File: config.mk
export PLATFORM = sky130hd
export DESIGN_NAME = quoted_list_item_extractor_top
export DESIGN_NICKNAME = d
export VERILOG_FILES = /design/src/rtl/core/qlie_pkg.sv /design/src/rtl/core/qlie_parse.sv /design/src/rtl/core/qlie_out_buf.sv /design/src/rtl/core/quoted_list_item_extractor_top.sv
export SDC_FILE = /design/constraint.sdc
export NUM_CORES = 1
export LEC_CHECK = 0
export BUFFER_PORTS_ARGS = -buffer_cell sky130_fd_sc_hd__buf_2
export CAP_MARGIN = 20
export CELL_PAD_IN_SITES_DETAIL_PLACEMENT = 0
export CELL_PAD_IN_SITES_GLOBAL_PLACEMENT = 1
export CORE_MARGIN = 5
export CORE_UTILIZATION = 49
export CTS_BUF_LIST = sky130_fd_sc_hd__clkbuf_4 sky130_fd_sc_hd__clkbuf_8 sky130_fd_sc_hd__clkbuf_16
export CTS_CLUSTER_DIAMETER = 200
export CTS_CLUSTER_SIZE = 24
export DETAILED_ROUTE_END_ITERATION = 12
export GPL_ROUTABILITY_DRIVEN = 0
export GPL_TIMING_DRIVEN = 0
export HOLD_SLACK_MARGIN = 0.06
export PLACE_DENSITY = 0.89
export SETUP_SLACK_MARGIN = 0.1
export SYNTH_ARGS = -nofsm -noshare
export SYNTH_HDL_FRONTEND = slang
export SYNTH_SLANG_ARGS = --single-unit
File: constraint.sdc
create_clock -name aclk -period 11.2 [get_ports aclk]
set_input_delay 0.56 -clock aclk [delete_from_list [all_inputs] [get_ports aclk]]
set_output_delay 0.56 -clock aclk [all_outputs]
set_load 0.03 [all_outputs]
File: src/rtl/core/qlie_pkg.sv
// Package for the quoted list item extractor.
// Holds the character codes, register indexes and the result beat type.
// Depends on nothing; every core file refers to it by scoped names.
package qlie_pkg;

    localparam logic [7:0] CH_QUOTE  = 8'h22;
    localparam logic [7:0] CH_AT     = 8'h40;
    localparam logic [7:0] CH_COMMA  = 8'h2C;
    localparam logic [7:0] CH_LBRACK = 8'h5B;
    localparam logic [7:0] CH_RBRACK = 8'h5D;
    localparam logic [7:0] CH_NUL    = 8'h00;

    localparam logic [7:0] TARGET_INDEX_RESET = 8'd0;
    localparam logic [7:0] MAX_CHARS_RESET    = 8'd32;

    localparam int unsigned COMMA_W = 9;
    localparam logic [COMMA_W-1:0] COMMA_SAT = '1;
    localparam logic [7:0] GIVEN_SAT = 8'hFF;

    typedef enum logic [7:0] {
        REG_TARGET_INDEX = 8'd0,
        REG_MAX_CHARS    = 8'd1
    } reg_index_t;

    // One result beat.
    typedef struct packed {
        logic [7:0] name_char;
        logic       char_valid;
        logic       done_res;
        logic [7:0] name_length;
    } result_t;

endpackage

File: src/rtl/core/qlie_parse.sv
// Parser state and per-byte decision logic of the quoted list item extractor.
// Uses qlie_pkg for character codes and the result beat type.
module qlie_parse (
    input  logic                aclk,
    input  logic                aresetn,
    input  logic                accept,
    input  logic [7:0]          ch,
    input  logic                start_req,
    input  logic                last,
    input  logic [7:0]          target_index,
    input  logic [7:0]          max_chars,
    output logic                push,
    output qlie_pkg::result_t   result
);

    logic                            in_quotes_reg, in_quotes_next;
    logic [qlie_pkg::COMMA_W-1:0]    comma_count_reg, comma_count_next;
    logic [7:0]                      given_count_reg, given_count_next;
    logic                            finished_reg;

    logic                            eff_quotes;
    logic [qlie_pkg::COMMA_W-1:0]    eff_comma;
    logic [7:0]                      eff_given;
    logic                            eff_finished;
    logic [qlie_pkg::COMMA_W-1:0]    target_ext;
    logic                            gave;
    logic                            stop;

    // A start byte sees cleared state.
    assign eff_quotes   = start_req ? 1'b0 : in_quotes_reg;
    assign eff_comma    = start_req ? '0 : comma_count_reg;
    assign eff_given    = start_req ? '0 : given_count_reg;
    assign eff_finished = start_req ? 1'b0 : finished_reg;
    assign target_ext   = {1'b0, target_index};

    always_comb begin
        in_quotes_next   = eff_quotes;
        comma_count_next = eff_comma;
        given_count_next = eff_given;
        gave             = 1'b0;
        stop             = 1'b0;
        if (ch == qlie_pkg::CH_NUL) begin
            stop = 1'b1;
        end else if (ch == qlie_pkg::CH_AT && eff_quotes && eff_comma == target_ext) begin
            stop = 1'b1;
        end else begin
            if (ch == qlie_pkg::CH_QUOTE) begin
                in_quotes_next = !eff_quotes;
            end else if (ch != qlie_pkg::CH_LBRACK && ch != qlie_pkg::CH_RBRACK) begin
                if (ch == qlie_pkg::CH_COMMA && !eff_quotes
                    && eff_comma != qlie_pkg::COMMA_SAT) begin
                    comma_count_next = eff_comma + 1'b1;
                end
                if (eff_quotes && comma_count_next == target_ext) begin
                    gave = 1'b1;
                    if (eff_given != qlie_pkg::GIVEN_SAT) begin
                        given_count_next = eff_given + 1'b1;
                    end
                end
            end
            if (comma_count_next > target_ext || given_count_next >= max_chars) begin
                stop = 1'b1;
            end
        end
        if (last) begin
            stop = 1'b1;
        end
    end

    assign push = accept && !eff_finished && (gave || stop);

    always_comb begin
        result.name_char   = gave ? ch : 8'd0;
        result.char_valid  = gave;
        result.done_res    = stop;
        result.name_length = given_count_next;
    end

    always_ff @(posedge aclk) begin
        if (!aresetn) begin
            in_quotes_reg   <= 1'b0;
            comma_count_reg <= '0;
            given_count_reg <= '0;
            finished_reg    <= 1'b0;
        end else if (accept && !eff_finished) begin
            in_quotes_reg   <= in_quotes_next;
            comma_count_reg <= comma_count_next;
            given_count_reg <= given_count_next;
            finished_reg    <= stop;
        end
    end

endmodule

File: src/rtl/core/qlie_out_buf.sv
// Two-entry result buffer that decouples the parser from the result channel.
// Uses qlie_pkg for the result beat type.
module qlie_out_buf (
    input  logic                aclk,
    input  logic                aresetn,
    input  logic                push,
    input  qlie_pkg::result_t   push_data,
    output logic                full,
    output logic                m_valid,
    input  logic                m_ready,
    output qlie_pkg::result_t   m_data,
    output logic [1:0]          fill
);

    qlie_pkg::result_t slot_reg [2];
    logic       wr_ptr_reg, rd_ptr_reg;
    logic [1:0] count_reg, count_next;
    logic       pop;

    assign pop     = m_valid && m_ready;
    assign m_valid = (count_reg != 2'd0);
    assign full    = (count_reg == 2'd2);
    assign m_data  = slot_reg[rd_ptr_reg];
    assign fill    = count_reg;

    always_comb begin
        count_next = count_reg;
        if (push && !pop) begin
            count_next = count_reg + 2'd1;
        end else if (pop && !push) begin
            count_next = count_reg - 2'd1;
        end
    end

    always_ff @(posedge aclk) begin
        if (push) begin
            slot_reg[wr_ptr_reg] <= push_data;
        end
    end

    always_ff @(posedge aclk) begin
        if (!aresetn) begin
            wr_ptr_reg <= 1'b0;
            rd_ptr_reg <= 1'b0;
            count_reg  <= 2'd0;
        end else begin
            if (push) begin
                wr_ptr_reg <= !wr_ptr_reg;
            end
            if (pop) begin
                rd_ptr_reg <= !rd_ptr_reg;
            end
            count_reg <= count_next;
        end
    end

endmodule

File: src/rtl/core/quoted_list_item_extractor_top.sv
// Top level of the quoted list item extractor.
// Depends on qlie_pkg, qlie_parse and qlie_out_buf.
//
//   Channel   Direction  Handshake            Payload
//   s_        in         s_valid / s_ready    s_ch, s_start_req, s_last
//   m_        out        m_valid / m_ready    m_name_char, m_char_valid,
//                                             m_done_res, m_name_length
//   cfg_      in         cfg_valid/cfg_ready  cfg_index, cfg_data
//
// One input beat is taken every cycle while s_ready is high. The parser
// state updates at the edge that accepts a beat, and any result goes into
// a two-entry buffer, so a result is registered before it is shown on m_.
// s_ready drops only while both buffer entries hold results not yet taken.
// Reset (aresetn low at a clock edge) clears the parser state and the buffer
// and loads the register defaults: item zero, at most 32 characters.
// The configuration port is always ready.
module quoted_list_item_extractor_top (
    input  logic       aclk,
    input  logic       aresetn,

    input  logic       s_valid,
    output logic       s_ready,
    input  logic [7:0] s_ch,
    input  logic       s_start_req,
    input  logic       s_last,

    output logic       m_valid,
    input  logic       m_ready,
    output logic [7:0] m_name_char,
    output logic       m_char_valid,
    output logic       m_done_res,
    output logic [7:0] m_name_length,

    input  logic       cfg_valid,
    output logic       cfg_ready,
    input  logic [7:0] cfg_index,
    input  logic [7:0] cfg_data
);

    logic [7:0]        target_index_reg;
    logic [7:0]        max_chars_reg;
    logic              accept;
    logic              push;
    logic              buf_full;
    logic [1:0]        buf_fill;
    qlie_pkg::result_t parse_result;
    qlie_pkg::result_t out_data;

    assign cfg_ready = 1'b1;

    // Register writes; an index outside the list is ignored.
    always_ff @(posedge aclk) begin
        if (!aresetn) begin
            target_index_reg <= qlie_pkg::TARGET_INDEX_RESET;
            max_chars_reg    <= qlie_pkg::MAX_CHARS_RESET;
        end else if (cfg_valid && cfg_ready) begin
            case (cfg_index)
                qlie_pkg::REG_TARGET_INDEX: target_index_reg <= cfg_data;
                qlie_pkg::REG_MAX_CHARS:    max_chars_reg    <= cfg_data;
                default: ;
            endcase
        end
    end

    // A beat is taken whenever the result buffer has room for its result.
    assign s_ready = !buf_full;
    assign accept  = s_valid && s_ready;

    qlie_parse u_parse (
        .aclk         (aclk),
        .aresetn      (aresetn),
        .accept       (accept),
        .ch           (s_ch),
        .start_req    (s_start_req),
        .last         (s_last),
        .target_index (target_index_reg),
        .max_chars    (max_chars_reg),
        .push         (push),
        .result       (parse_result)
    );

    qlie_out_buf u_out_buf (
        .aclk      (aclk),
        .aresetn   (aresetn),
        .push      (push),
        .push_data (parse_result),
        .full      (buf_full),
        .m_valid   (m_valid),
        .m_ready   (m_ready),
        .m_data    (out_data),
        .fill      (buf_fill)
    );

    assign m_name_char   = out_data.name_char;
    assign m_char_valid  = out_data.char_valid;
    assign m_done_res    = out_data.done_res;
    assign m_name_length = out_data.name_length;

    // The buffer never holds more than two results.
    assert property (@(posedge aclk) disable iff (!aresetn) buf_fill != 2'd3)
        else $error("result buffer overfilled");

    // A result is only produced for a beat that was accepted.
    assert property (@(posedge aclk) disable iff (!aresetn) push |-> accept)
        else $error("result produced without an accepted beat");

    // A result that gives no character must be the one that ends extraction.
    assert property (@(posedge aclk) disable iff (!aresetn)
        (m_valid && !m_char_valid) |-> m_done_res)
        else $error("empty result that does not end extraction");

    // A given character always counts toward the length.
    assert property (@(posedge aclk) disable iff (!aresetn)
        (m_valid && m_char_valid) |-> (m_name_length != 8'd0))
        else $error("character given with zero length");

endmodule
==> reports/results.tsv <==
metric	value	unit
cp-start-kind	input pin	
wl	10530	µm
yosysWarnings	0	
syn_inst	454	
period_needed	7669	ps
critPathRequiredTime	11490	ps
synth_ff_type	dfxtp_1	
dpl.hpwl	8101	µm
fin_nets	565	
worst_pin_slew	971.3	ps
cts_buffer_depth	2	
drt_iter0_markers	252	
power_leakage	1.883	nW
max-slew-margin-rel	34.75	%
hold_viol	0	
cpPeakStageDelay	590	ps
ir_worst_vdd	0.00005810	V
synth_cell_types	57	
post_cts_resized	0	
cp_max_fo	10	
clkTransAtPathRegs	80	ps
regArea	1882	µm²
drive_above_1_share	19.08	%
crit_family	simple AND/OR/NAND/NOR gates	
vias_per_cell	5.726	
num_io_pins	52	
die_w	104.6	µm
crit_arrival	7960	ps
status	finished clean	
die_h	104.6	µm
drt-wirelength-per-cell	16.79	µm
synthesis.area	4383	µm²
crit_path_top_delay_cell	nor4_2	
grt_overflow	0	
nFillCells	787	
grt_max_degree	19	
cp-end-kind	flop	
crit_buf_inv	3	
hold_slack	438.1	ps
synth_top_cells_by_area	edfxtp_1, dfxtp_1, ha_1	
multi_input_area	2342	µm²
track_usage	19.64	%
coreArea	8721	µm²
hold_class	input pin to flop	
post_cts_buffers	0	
fin_area	4945	µm²
maxSlewViolCount	0	
setup_violations	0	
io_buffers	49	
synth-seq-cells	76	
syn_avg_cell_area	9.654	µm²
fmax	130.4	MHz
antenna_cells	0	
antenna_found_initial	0	
vias	3590	
clock_sinks	76	
grt_pass1_vias	3464	
largest_register_ffs	36	
cap_violations	0	
yosysTopAreaCellShare	24.66	%
cts_root_buf	clkbuf_8	
utilization	56.70	%
period_share	68.47	%
die-area	10940	µm²
cpMostUsedCell	ha_1	
powerDensity	140.2	nW/µm²
clkLatencyLatePin	360	ps
first_pass_iters	5	
drc	0	
htreeDepth	3	
place_area	4766	µm²
numCtsBuffers	9	
syn_nets	505	
synth_seq_area_share	42.93	%
hold_buffers	0	
rows	34	
initial_core_util	50.26	%
grt_first_pass_wirelength	17420	µm
synth-edff-count	36	
fin_ws	3531	ps
area_growth	12.82	%
ys_async_sr_fraction	0	%
rsz0062_at_grt	false	
finalClockSkew	14.18	ps
synth_top_area_cell	edfxtp_1	
ant_nets	0	
fin_setup_tns	0	ps
crit_type	input pin to flop	
pre_cts_ws	3321	ps
cts_tree	done	
-- placed cells by master (no fill, tap or decap), types with 19 or more instances in the layout --
master	instances
mux2i_1	19
buf_2	49
edfxtp_1	36
nand2_1	35
dfxtp_1	40
inv_1	22
nor2_1	46
xnor2_1	19
mux2_2	20
ha_1	20
-- synthesized netlist by cell type (2+ instances only) --
cell type / instances
nor2_1: 46
dfxtp_1: 40
edfxtp_1: 36
nand2_1: 35
inv_1: 22
ha_1: 20
mux2_2: 20
mux2i_1: 19
xnor2_1: 19
o21ai_0: 18
clkbuf_1: 15
a21oi_1: 13
and2_1: 12
nand4_1: 12
nor2b_1: 12
nor3_1: 12
nand3_1: 11
xor2_1: 9
a22oi_1: 7
a21o_1: 6
nand2b_1: 6
or3_1: 6
a31oi_1: 4
and3_1: 4
a211oi_1: 3
nand3b_1: 3
nor4_1: 3
or2_2: 3
a32oi_1: 2
a41oi_1: 2
buf_1: 2
nor4_4: 2
o211ai_1: 2
o21a_1: 2
o21bai_1: 2
o221ai_1: 2
or4_1: 2
-- where the power goes --
part / switching, mW / leakage (nW) / internal [mW]
Combinational: 0.120 / 1.12 / 0.0621
Sequential: 0.00660 / 0.679 / 0.308
Clock: 0.112 / 0.0790 / 0.0844
-- metal layers --
metal  track usage, %  wire length [µm]
met4            5.753               199
met5                0                 0
met2            32.99              5217
met1            25.51              4566
met3            4.316               543
-- cells by family after synthesis --
kind of cell	synth area share [%]
and+or+nand+nor	21.70
DFF	42.93
adders and majority gates	5.709
muxes	9.478
xor gates and xnor gates	5.595
AOI/OAI and AO/OA	10.82
other	0.08556
buffers and inverters	3.682
-- layout make-up --
cell class	count	share of cell area [%]
multi-input combinational	336	47.37
buffer	18	1.442
timing repair buffer	49	4.960
clock buffer	10	2.657
inverter	24	1.822
sequential	76	38.06
tap	108	2.733
clock inverter	6	0.9615
-- metrics by stage --
step                total power [mW]  std cells
finish                        0.6934        627
detailed placement            0.5051        611
global placement              0.5008        611
CTS                           0.6979        627
floorplan                     0.4523        454
global route                  0.7288        627
-- path summary, 6_finish.rpt --
kind / from / endpoint / slack, ps / cells past startpoint
worst min-delay path: aresetn / max_chars_reg[5]$_SDFFE_PN1P_ / 440 / 2
worst min register to register: u_out_buf.wr_ptr_reg$_SDFFE_PN0P_ / u_out_buf.wr_ptr_reg$_SDFFE_PN0P_ / 490 / 2
worst max-delay path: s_start_req / u_out_buf.fill[1]$_SDFFE_PN0P_ / 3530 / 28
worst max register to register: u_parse.comma_count_reg[0]$_SDFFE_PN0P_ / u_out_buf.fill[1]$_SDFFE_PN0P_ / 4590 / 25
No activity file was read; power rests on OpenSTA's default activity.
